<file path="config.mk">
export PLATFORM = sky130hd
export DESIGN_NAME = mrac_ctrl
export DESIGN_NICKNAME = d
export VERILOG_FILES = /design/src/design/mrac_pkg.sv /design/src/design/mrac_ctrl.sv
export SDC_FILE = /design/constraint.sdc
export NUM_CORES = 1
export LEC_CHECK = 0
export ABC_AREA = 0
export BUFFER_PORTS_ARGS = -buffer_cell sky130_fd_sc_hd__buf_2
export CORE_ASPECT_RATIO = 0.9
export CORE_MARGIN = 4
export CORE_UTILIZATION = 55
export DETAILED_ROUTE_END_ITERATION = 6
export GPL_TIMING_DRIVEN = 0
export PLACE_DENSITY = 0.81
export SYNTH_ARGS = -nofsm -noshare
export SYNTH_HDL_FRONTEND = slang
export SYNTH_SLANG_ARGS = --single-unit
</file>
<file path="constraint.sdc">
create_clock -name clk -period 2.4 [get_ports clk]
set_input_delay 0 -clock clk [delete_from_list [all_inputs] [get_ports clk]]
set_output_delay 0 -clock clk [all_outputs]
set_load 0.05 [all_outputs]
</file>
<file path="src/design/mrac_pkg.sv">
package mrac_pkg;

  localparam int MAX_WIDTH_DEF  = 256;
  localparam int MAX_HEIGHT_DEF = 256;

  localparam int AREA_W     = 17;
  localparam int CFG_IDX_W  = 2;
  localparam int CFG_DATA_W = 9;

  localparam logic [CFG_IDX_W-1:0] CFG_IMAGE_WIDTH  = 2'd0;
  localparam logic [CFG_IDX_W-1:0] CFG_IMAGE_HEIGHT = 2'd1;

  localparam logic [CFG_DATA_W-1:0] SIZE_RESET = 9'd256;

  localparam logic [1:0] OP_LOAD  = 2'd0;
  localparam logic [1:0] OP_QUERY = 2'd1;
  localparam logic [1:0] OP_CUT   = 2'd2;

  typedef struct packed {
    logic capture;
    logic load_rd;
    logic load_wr;
    logic issue;
    logic scan;
    logic row_init;
    logic set_flag;
    logic clr_wr;
    logic out_load;
  } mrac_cmd_t;

  typedef struct packed {
    logic cfg_hit;
    logic clr_last;
    logic rows_done;
    logic pipe_busy;
    logic over_limit;
  } mrac_status_t;

  // bit count of a 16 bit slice, pairwise adds
  function automatic logic [4:0] pop16(input logic [15:0] v);
    logic [15:0] a;
    logic [15:0] b;
    logic [15:0] c;
    a = v - ((v >> 1) & 16'h5555);
    b = (a & 16'h3333) + ((a >> 2) & 16'h3333);
    c = (b + (b >> 4)) & 16'h0F0F;
    return 5'(c[7:0] + c[15:8]);
  endfunction

endpackage

</file>
<file path="src/design/mrac_ctrl.sv">
module mrac_ctrl import mrac_pkg::*; (
  input  logic         clk,
  input  logic         rst_n,
  input  logic         in_valid,
  output logic         in_ready,
  input  logic [1:0]   in_operation,
  output logic         out_valid,
  input  logic         out_ready,
  input  mrac_status_t status,
  output mrac_cmd_t    cmd
);

  typedef enum logic [8:0] {
    ST_CLEAR      = 9'b000000001,
    ST_IDLE       = 9'b000000010,
    ST_LOAD_RD    = 9'b000000100,
    ST_LOAD_WR    = 9'b000001000,
    ST_SUM        = 9'b000010000,
    ST_SUM_DRAIN  = 9'b000100000,
    ST_SCAN       = 9'b001000000,
    ST_SCAN_DRAIN = 9'b010000000,
    ST_DONE       = 9'b100000000
  } state_t;

  state_t state_r, state_nxt;
  logic   out_valid_r, out_valid_nxt;

  always_comb begin
    cmd           = '0;
    state_nxt     = state_r;
    out_valid_nxt = out_valid_r && !out_ready;
    case (state_r)
      ST_CLEAR: begin
        cmd.clr_wr = 1'b1;
        if (status.clr_last) begin
          state_nxt = ST_IDLE;
        end
      end
      ST_IDLE: begin
        if (in_valid) begin
          cmd.capture = 1'b1;
          case (in_operation)
            OP_LOAD:  state_nxt = ST_LOAD_RD;
            OP_QUERY: state_nxt = ST_SUM;
            OP_CUT:   state_nxt = ST_SCAN;
            default:  state_nxt = ST_DONE;
          endcase
        end
      end
      ST_LOAD_RD: begin
        cmd.load_rd = 1'b1;
        state_nxt   = ST_LOAD_WR;
      end
      ST_LOAD_WR: begin
        cmd.load_wr = 1'b1;
        state_nxt   = ST_DONE;
      end
      ST_SUM: begin
        if (!status.rows_done) begin
          cmd.issue = 1'b1;
        end else begin
          state_nxt = ST_SUM_DRAIN;
        end
      end
      ST_SUM_DRAIN: begin
        if (!status.pipe_busy) begin
          if (status.over_limit) begin
            cmd.row_init = 1'b1;
            state_nxt    = ST_SCAN;
          end else begin
            cmd.set_flag = 1'b1;
            state_nxt    = ST_DONE;
          end
        end
      end
      ST_SCAN: begin
        cmd.scan = 1'b1;
        if (!status.rows_done) begin
          cmd.issue = 1'b1;
        end else begin
          state_nxt = ST_SCAN_DRAIN;
        end
      end
      ST_SCAN_DRAIN: begin
        if (!status.pipe_busy) begin
          state_nxt = ST_DONE;
        end
      end
      ST_DONE: begin
        if (!out_valid_r || out_ready) begin
          cmd.out_load  = 1'b1;
          out_valid_nxt = 1'b1;
          state_nxt     = ST_IDLE;
        end
      end
      default: begin
        state_nxt = ST_CLEAR;
      end
    endcase
    // a size write wipes the image
    if (status.cfg_hit) begin
      state_nxt = ST_CLEAR;
    end
  end

  always_ff @(posedge clk) begin
    if (!rst_n) begin
      state_r     <= ST_CLEAR;
      out_valid_r <= 1'b0;
    end else begin
      state_r     <= state_nxt;
      out_valid_r <= out_valid_nxt;
    end
  end

  assign in_ready  = (state_r == ST_IDLE);
  assign out_valid = out_valid_r;

endmodule

</file>
Word level (Yosys, flattened, before mapping)
Index checks and enable logic that the tools add are counted.
- equal/unequal tests: 18
- multiplexer cells: 26
- bitwise operators: 1
- reductions and logical operators: 8
- operators with widths (kind ; number):
    $pmux 9 s9 ; 1
    $mux 9 ; 8
    $pmux 9 s3 ; 1
    $mux 1 ; 14
    $ne 2x2->1 const B ; 7
    $eq 9x1->1 const B ; 1
    $eq 9x2->1 const B ; 1
    $eq 9x3->1 const B ; 1
    $eq 9x4->1 const B ; 1
    $eq 9x5->1 const B ; 1
    $eq 9x6->1 const B ; 1
    $eq 9x7->1 const B ; 1
    $eq 9x8->1 const B ; 1
    $eq 9x9->1 const B ; 1
    $reduce_and 7->1 ; 1
    $mux 2 ; 2
    $reduce_or 2->1 ; 2
    $eq 2x1->1 const B ; 1
    $eq 2x2->1 const B ; 1
    $logic_not 1->1 ; 2
    $logic_not 2->1 ; 1
    $logic_and 1x1->1 ; 1
    $logic_or 1x1->1 ; 1
    $not 1->1 ; 1
- register bits after elaboration: 10
- input bits: 11
- output and inout port bits: 11
- logic and storage cells: 55

Logic depth before layout (Yosys ltp)
Gate-level depths: netlist of the first run.
- depth after elaboration: 4
- depth in mapped cells: 6
- gate-level depth less buffers: 5

Worst setup path after synthesis of the first run
Ideal clock, no wire load.
- path type: register -> output
- from: register state_r[2]
- to: output port cmd[6] (netlist name)
- data arrival time: 2.854 ns
- required time: 2.400 ns
- slack: -0.454 ns
- cell stages (with the launch flop): 4
- buffers on the path: 0
- path through: dfxtp_1 or4_4 or3_4 nor4b_1
- RTL lines (element ; line ; text):
    start: declaration ; mrac_ctrl.sv:25 ; state_t state_r, state_nxt;
    start signal: assignment ; mrac_ctrl.sv:111 ; state_r <= state_nxt;
    end: declaration ; mrac_ctrl.sv:10 ; output mrac_cmd_t cmd

==> flow_summary.json, run 1 <==
{
  "outcome": "completed",
  "final_util_pct": 70.63,
  "dr.pass1.iters": 4,
  "r2r_start": "state_r[0]",
  "via_count": 936,
  "clk_pin_slew_ns": 0.07,
  "gr-total-overflow": 0,
  "synth_cell_types": 41,
  "clockBufferDepth": 2,
  "antenna_found_initial": 0,
  "grt_usage_pct": 20.54,
  "ys_seq_area_share_pct": 24.13,
  "synthFlopType": "dfxtp_1",
  "drt_iter0_drc": 35,
  "swShare_pct": 29.19,
  "path_max_fanout": 8,
  "fillers": 127,
  "port_buffers": 21,
  "combPwrFrac_pct": 22.5,
  "worstHoldStart": "in_valid",
  "grt_max_degree": 11,
  "postCtsSetupBuffers": 0,
  "grt_pass1_vias": 802,
  "skew_ns": 0.004360,
  "num_rows": 13,
  "ctsHoldBuffers": 1,
  "final_hold_viol_count": 0,
  "hpwl_um": 1589,
  "htree_levels": 1,
  "synth_warnings": 0,
  "syn_inst": 113,
  "drive_gt1_share_pct": 28.06,
  "critical_path_required_ns": 2.40,
  "setup-tns-final_ns": 0,
  "vias_per_cell": 6.078,
  "cts_sinks": 10,
  "synth_edf_count": 0,
  "slew_violations": 0,
  "ios": 22,
  "crit_path_start_kind": "register",
  "drcViolationCount": 0,
  "final_common_cell": "buf_2",
  "diodes": 0,
  "power.density_nw_per_um2": 415.4,
  "syn-num-nets": 124,
  "die-area_sq_um": 2194,
  "min_period_ns": 2.066,
  "core-area_sq_um": 1431,
  "clockRootBuffer": "clkbuf_4",
  "ys_ff_latch": 10,
  "tightest_slew_ns": 0.5797,
  "cts_buffers": 3,
  "chipWidth_um": 48.94,
  "setup_viol": 0,
  "intPower_uw": 297.4,
  "finalCritPeriodShare_pct": 86.08,
  "arrival_ns": 2.07,
  "wl_per_cell_um": 13.14,
  "fin_nets": 151,
  "synth_area_sq_um": 829.5,
  "fin_area_sq_um": 1011,
  "cap_viol_max_count": 0,
  "worstSetupEndpointType": "primary output",
  "start_util_pct": 57.95,
  "clock.fmax_mhz": 484.0,
  "gp_congestion": 0.8568,
  "area_growth_pct": 21.87,
  "hold-worst-slack_ns": 0.02318,
  "avgSynthCellArea_sq_um": 7.341,
  "async_reset_ff_share_pct": 0,
  "fp.dieH_um": 44.85,
  "hold_class": "input pin to register",
  "wl_um": 2023,
  "relSlewSlack_pct": 61.35,
  "grt_pass1_wl_um": 3581,
  "clk_latency_ns": 0.27,
  "p_leak_uw": 0.0004725,
  "final_cell_mix": "buf_2 (27), nand2_1 (10), dfxtp_1 (10)",
  "path_class": "register to primary output",
  "rsz0062_at_grt": "no",
  "cts_resized": 0,
  "ir_worst_vdd_mv": 0.3280,
  "crit_path_start": "state_r[2]",
  "placed_area_sq_um": 964.7,
  "synth.largest_area_cell": "dfxtp_1",
  "cts_tree": "done",
  "power_switching_uw": 122.6,
  "netlist.area_leader.share_pct": 24.13,
  "synth_top_cells_by_area": "dfxtp_1 (24%), nor3_1 (5.4%), a21oi_1 (4.8%)",
  "drtAntennaViolNets": 0,
  "seqPwrFrac_pct": 40.5,
  "pwr-share-clk_pct": 36.9
}
## logic make-up (layout without fill, tap and decap cells)
group	count (synthesis)	in the layout	synth area share [%]
buffers and inverters	11	37	5.882
AOI/OAI and AO/OA	29	29	22.17
and+or+nand+nor	59	59	43.59
xor gates and xnor gates	4	4	4.224
DFF	10	10	24.13
## path summary, 6_finish.rpt
check / slack, ns / to / cells after the start
max: 0.33 / cmd[6] / 4
min: 0.02 / state_r[1] / 3
max reg2reg: 0.52 / state_r[6] / 6
min reg2reg: 0.51 / out_valid / 2
## power by group through the flow
stage	combinational [uW]	clock, uW	sequential [uW]
CTS	94.0	157	170
detailed placement	92.7	0	174
floorplan	68.4	0	174
finish	94.6	155	170
global placement	91.5	0	174
global route	105	167	171
## metrics by stage
stage	instances	power, uW	setup slack [ns]
floorplan	113	242.2	0.07579
global placement	149	265.5	0.5644
detailed placement	149	266.8	0.5584
CTS	154	421.4	0.3272
global route	154	442.7	0.1019
finish	154	420.0	0.3341
## sequential cells by signal (all words and copies together) (netlist names)
register and count:
out_valid 1, state_r 9
## layout make-up
cell class / instances / area [sq um] / share of cell area, %
Sequential cell: 10 / 200.2 / 19.80
Buffer: 7 / 33.78 / 3.342
Tap cell: 15 / 18.77 / 1.856
Clock buffer: 4 / 36.28 / 3.589
Timing Repair Buffer: 22 / 115.1 / 11.39
Multi-Input combinational cell: 92 / 591.8 / 58.54
Inverter: 4 / 15.01 / 1.485
## synth_stat cells (2+ instances only)
cell,n
nand4_1,2
nand3_1,3
o21ai_0,7
inv_1,4
nor3b_1,5
and3_1,2
o21ai_1,4
o21a_1,2
buf_2,6
xor2_1,3
dfxtp_1,10
nor3_1,9
or3_1,2
or3b_1,2
nor2_1,6
nand2_1,10
a21oi_1,8
nor2b_1,4
nand2b_1,2
## worst max-delay path: stages, from the launching register on
cell,delay [ns]
dfxtp_1,0.38
or4_4,0.57
or3_4,0.36
nor4b_2,0.20
buf_2,0.29
## routing by layer
| layer | share of wire, % | track usage [%] |
|---|---|---|
| met2 | 43 | 32.29 |
| met4 | 1.7 | 8.065 |
| met3 | 7.1 | 3.300 |
| met1 | 48 | 28.37 |
| met5 | 0 | 0 |
Power figures use the tool's default switching activity.
==> run 2, diff against run 1 <==
--- a/config.mk
+++ b/config.mk
@@ -13,6 +13,7 @@
 export DETAILED_ROUTE_END_ITERATION = 6
 export GPL_TIMING_DRIVEN = 0
 export PLACE_DENSITY = 0.81
+export RECOVER_POWER = 50
 export SYNTH_ARGS = -nofsm -noshare
 export SYNTH_HDL_FRONTEND = slang
 export SYNTH_SLANG_ARGS = --single-unit
==> flow_summary.json, run 2 (synthesis gave the netlist of run 1 again) <==
{
  "r2r_start": "state_r[0]",
  "fp.dieH_um": 44.85,
  "grt_max_degree": 11,
  "worst-path-buf-inv": 1,
  "start_util_pct": 57.95,
  "worstSetupEndpointType": "primary output",
  "cts_buffers": 3,
  "hold_end": "state_r[1]",
  "combPwrFrac_pct": 22.4,
  "relSlewSlack_pct": 44.29,
  "final_common_cell": "buf_2",
  "gp_congestion": 0.8568,
  "worstPathCellList": "or4_4, or3_4, nor4b_2, buf_2",
  "worstHoldStart": "in_valid",
  "clock.fmax_mhz": 484.0,
  "path_delay_family": "simple AND/OR/NAND/NOR gates",
  "vias_per_cell": 5.974,
  "seqPwrFrac_pct": 40.6,
  "final_hold_viol_count": 0,
  "crit_path_start_kind": "register",
  "core-area_sq_um": 1431,
  "cts_sinks": 10,
  "grt_usage_pct": 20.54,
  "wl_um": 2027,
  "grt_pass1_vias": 802,
  "outcome": "completed",
  "critical_path_required_ns": 2.40,
  "fin_nets": 151,
  "wl_per_cell_um": 13.16,
  "setup_viol": 0,
  "ir_worst_vdd_mv": 0.3277,
  "ios": 22,
  "power.density_nw_per_um2": 417.3,
  "dr.pass1.iters": 4,
  "drtAntennaViolNets": 0,
  "antenna_found_initial": 0,
  "grt_pass1_wl_um": 3581,
  "cts_tree": "done",
  "clk_pin_slew_ns": 0.07,
  "hold_class": "input pin to register",
  "r2r-end": "state_r[6]",
  "clockRootBuffer": "clkbuf_4",
  "num_rows": 13,
  "cp_slowest_cell": "or4_4",
  "diodes": 0,
  "postCtsSetupBuffers": 0,
  "cap_viol_max_count": 0,
  "chipWidth_um": 48.94,
  "min_period_ns": 2.066,
  "skew_ns": 0.003910,
  "area_growth_pct": 21.27,
  "hpwl_um": 1589,
  "pwr-share-clk_pct": 37.0,
  "holdPathStages": 3,
  "final_util_pct": 70.28,
  "die-area_sq_um": 2194,
  "via_count": 920,
  "final_cell_mix": "buf_2 (23), nand2_1 (10), dfxtp_1 (10)",
  "port_buffers": 21,
  "drcViolationCount": 0,
  "power_switching_uw": 122.7,
  "finalCritPeriodShare_pct": 86.08,
  "largest_register_ffs": 9,
  "drive_gt1_share_pct": 25.18,
  "path_max_fanout": 8,
  "htree_levels": 1,
  "gr-total-overflow": 0,
  "intPower_uw": 297.1,
  "path_class": "register to primary output",
  "p_leak_uw": 0.0004548,
  "rrSetupSlack_ns": 0.39,
  "cp_slowest_stage_delay_ns": 0.57,
  "setup-tns-final_ns": 0,
  "arrival_ns": 2.07,
  "largest-register": "state_r",
  "clockBufferDepth": 2,
  "r2r_cells": 6,
  "swShare_pct": 29.23,
  "rsz0062_at_grt": "no",
  "slew_violations": 0,
  "fillers": 131,
  "tightest_slew_ns": 0.8269,
  "clk_latency_ns": 0.27,
  "drt_iter0_drc": 30
}
run 2: cell count changes in the layout (fill, tap and decap cells not counted):
| cell | previous run | this run |
|---|---|---|
| clkbuf_1 | 0 | 4 |
| buf_2 | 27 | 23 |
| o21ai_1 | 4 | 3 |
| o21ai_0 | 7 | 8 |
run 2: cell type report:
class / instances / area, sq um / area share [%]
inverter: 4 / 15.01 / 1.493
timing repair buffer: 22 / 110.1 / 10.95
sequential: 10 / 200.2 / 19.90
clock buffer: 4 / 36.28 / 3.607
buffer: 7 / 33.78 / 3.358
tap: 15 / 18.77 / 1.866
multi-input combinational: 92 / 591.8 / 58.83
run 2: worst reg2reg max path, cell delays in order (launching register included):
cell,delay [ns]
dfxtp_1,0.33
buf_2,0.20
or3b_1,0.36
a211oi_1,0.31
o21ai_0,0.37
a21oi_1,0.24
nor3_1,0.06
run 2: power by group through the flow:
stage,Combinational [uW],Clock (uW),Sequential (uW)
2_1_floorplan,68.4,0,174
3_3_place_gp,91.5,0,174
3_5_place_dp,92.7,0,174
4_1_cts,94.0,157,170
5_1_grt,105,167,171
6_report,94.1,155,170
run 2: timing repair:
item	4_1_cts	5_1_grt
hold buffers	1	0
endpoints found under the setup margin	0	0
hold endpoints to repair	1	0
gates resized for setup	0	0
run 2: how the worst max path moves through the flow:
stage,to,cells after the start,slack [ns],start
floorplan,cmd[3],4,0.08,state_r[2]
global placement,state_r[6],6,0.56,state_r[0]
detailed placement,state_r[6],6,0.56,state_r[0]
CTS,cmd[6],4,0.33,state_r[2]
global route,cmd[7],7,0.10,state_r[5]
finish,cmd[6],4,0.33,state_r[2]
run 2: through the flow:
stage	cells	power (uW)	worst slack, ns	hold WS (ns)	area (sq um)
3_3_place_gp	149	265.5	0.5644	0.2690	964.7
3_5_place_dp	149	266.8	0.5584	0.2755	964.7
5_1_grt	154	442.3	0.1019	0.03950	1006
4_1_cts	154	421.4	0.3272	0.02494	1011
2_1_floorplan	113	242.2	0.07579	0.1522	840.8
6_report	154	419.8	0.3340	0.02297	1006
run 2: layer usage:
layer	track usage, %	share of wire [%]	vias up
met1	28.37	49	415
met2	32.29	42	30
met4	8.065	1.7	0
met3	3.300	7.0	5
met5	0	0	-
li1	-	-	470
==> run 3, diff against run 2 <==
--- a/config.mk
+++ b/config.mk
@@ -7,12 +7,14 @@
 export LEC_CHECK = 0
 export ABC_AREA = 0
 export BUFFER_PORTS_ARGS = -buffer_cell sky130_fd_sc_hd__buf_2
+export CELL_PAD_IN_SITES_DETAIL_PLACEMENT = 2
+export CELL_PAD_IN_SITES_GLOBAL_PLACEMENT = 2
 export CORE_ASPECT_RATIO = 0.9
 export CORE_MARGIN = 4
-export CORE_UTILIZATION = 55
+export CORE_UTILIZATION = 30
 export DETAILED_ROUTE_END_ITERATION = 6
 export GPL_TIMING_DRIVEN = 0
-export PLACE_DENSITY = 0.81
+export PLACE_DENSITY = 0.8
 export RECOVER_POWER = 50
 export SYNTH_ARGS = -nofsm -noshare
 export SYNTH_HDL_FRONTEND = slang
==> flow_summary.json, run 3 (synthesis gave the netlist of run 1 again) <==
{
  "drcViolationCount": 0,
  "clock.fmax_mhz": 453.7,
  "arrival_ns": 2.35,
  "clk_latency_ns": 0.28,
  "via_count": 962,
  "path_max_fanout": 10,
  "fillers": 301,
  "critical_path_required_ns": 2.54,
  "start_util_pct": 32.50,
  "wl_um": 3031,
  "htree_levels": 1,
  "skew_ns": 0.01001,
  "worstSetupEndpointType": "register",
  "cts_tree": "done",
  "grt_max_degree": 11,
  "cp_slowest_stage_delay_ns": 0.43,
  "drt_iter0_drc": 33,
  "setup_viol": 0,
  "hold_class": "input pin to register",
  "rsz0062_at_grt": "no",
  "drive_gt1_share_pct": 26.62,
  "setup-tns-final_ns": 0,
  "power.density_nw_per_um2": 427.6,
  "crit_path_start_kind": "register",
  "diodes": 0,
  "clockBufferDepth": 2,
  "multi_input_comb_area_sq_um": 596.8,
  "grt_usage_pct": 17.52,
  "tightest_slew_ns": 0.9496,
  "cap_viol_max_count": 0,
  "grt_pass1_wl_um": 5181,
  "worstPathCellList": "clkbuf_2, or3b_1, a211oi_1, o21ai_0, a21oi_1, nor3_1",
  "final_hold_viol_count": 0,
  "p_leak_uw": 0.0004597,
  "largest-register": "state_r",
  "chipWidth_um": 63.43,
  "vias_per_cell": 5.760,
  "wl_per_cell_um": 18.15,
  "port_buffers": 21,
  "relSlewSlack_pct": 36.02,
  "clk_pin_slew_ns": 0.09,
  "gp_congestion": 0.7699,
  "hold-worst-slack_ns": 0.01317,
  "die-area_sq_um": 3672,
  "grt_pass1_vias": 1027,
  "fp.dieH_um": 57.89,
  "cp_slowest_cell": "o21ai_0",
  "ir_worst_vdd_mv": 0.2267,
  "clockRootBuffer": "clkbuf_4",
  "antenna_found_initial": 0,
  "min_period_ns": 2.204,
  "final_common_cell": "buf_2",
  "gr-total-overflow": 0,
  "cts_sinks": 10,
  "postCtsSetupBuffers": 0,
  "num_rows": 17,
  "core-area_sq_um": 2552,
  "slew_violations": 0,
  "hpwl_um": 2403,
  "dr.pass1.iters": 4,
  "outcome": "completed",
  "seq_area_sq_um": 200.2,
  "finalCritPeriodShare_pct": 91.83,
  "final_cell_mix": "buf_2 (22), nand2_1 (10), dfxtp_1 (10)",
  "ios": 22,
  "area_growth_pct": 23.98,
  "fin_nets": 151,
  "drtAntennaViolNets": 0,
  "largest_register_ffs": 9,
  "fin_area_sq_um": 1028,
  "path_class": "register to register",
  "cts_buffers": 3,
  "placed_area_sq_um": 980.9
}
## run 3: changes by cell type in the layout (fill, tap and decap cells not counted)
| cell | delta |
|---|---|
| nor3_2 | +1 |
| nor3_1 | -1 |
| clkbuf_1 | -1 |
| clkbuf_2 | +2 |
| buf_2 | -1 |
## run 3: worst max-delay path, delay by kind of cell (launching register included)
| kind | cells | cell delay (ns) |
|---|---|---|
| AOI/OAI and AO/OA | 3 | 1.04 |
| and+or+nand+nor | 2 | 0.43 |
| DFF | 1 | 0.35 |
| buffers and inverters | 1 | 0.23 |
## run 3: area by class of cell
| cell class | instances | area share (%) |
|---|---|---|
| clock buffers | 4 | 3.528 |
| plain buffers | 7 | 3.285 |
| well taps | 28 | 3.406 |
| repair buffers | 22 | 10.83 |
| flip-flops and latches | 10 | 19.46 |
| inverters | 4 | 1.460 |
| multi-input cells | 92 | 58.03 |
## run 3: final timing paths
path | startpoint | end | slack (ns) | depth (start not counted)
setup / recovery | state_r[0] | state_r[6] | 0.20 | 6
hold / removal | in_valid | state_r[1] | 0.01 | 3
hold reg to reg | out_valid | out_valid | 0.54 | 2
setup reg to reg | state_r[0] | state_r[6] | 0.20 | 6
## run 3: repair_timing
action,CTS,global route
hold endpoints to repair,1,0
hold buffers,1,0
setup endpoints to repair,0,2
gates resized for setup,0,1
## run 3: through the flow
stage	std cells	total power (uW)	utilization, %	setup WS [ns]
after floorplan	113	242.2	-	0.07579
after global placement	162	271.4	38.43	0.5032
after detailed placement	162	275.2	38.43	0.4880
after CTS	167	438.4	40.25	0.1725
after global routing	167	461.7	40.29	0.07078
final	167	439.8	40.29	0.1960
## run 3: where the power goes
part	leakage (uW)	total [uW]	internal, uW	switching, uW
combinational	0.000358	104	36.1	67.6
clock	0.0000210	166	92.2	73.7
sequential	0.0000809	170	169	1.15
total	0.000460	440	297	142
## run 3: metal layers
layer	wire, um	vias to the layer above	share of wire, %	global-route usage (%)
li1	-	467	-	-
met4	38	0	1.3	6.769
met3	144	6	4.8	2.326
met1	1447	458	48	23.15
met5	0	-	0	0
met2	1401	31	46	29.02
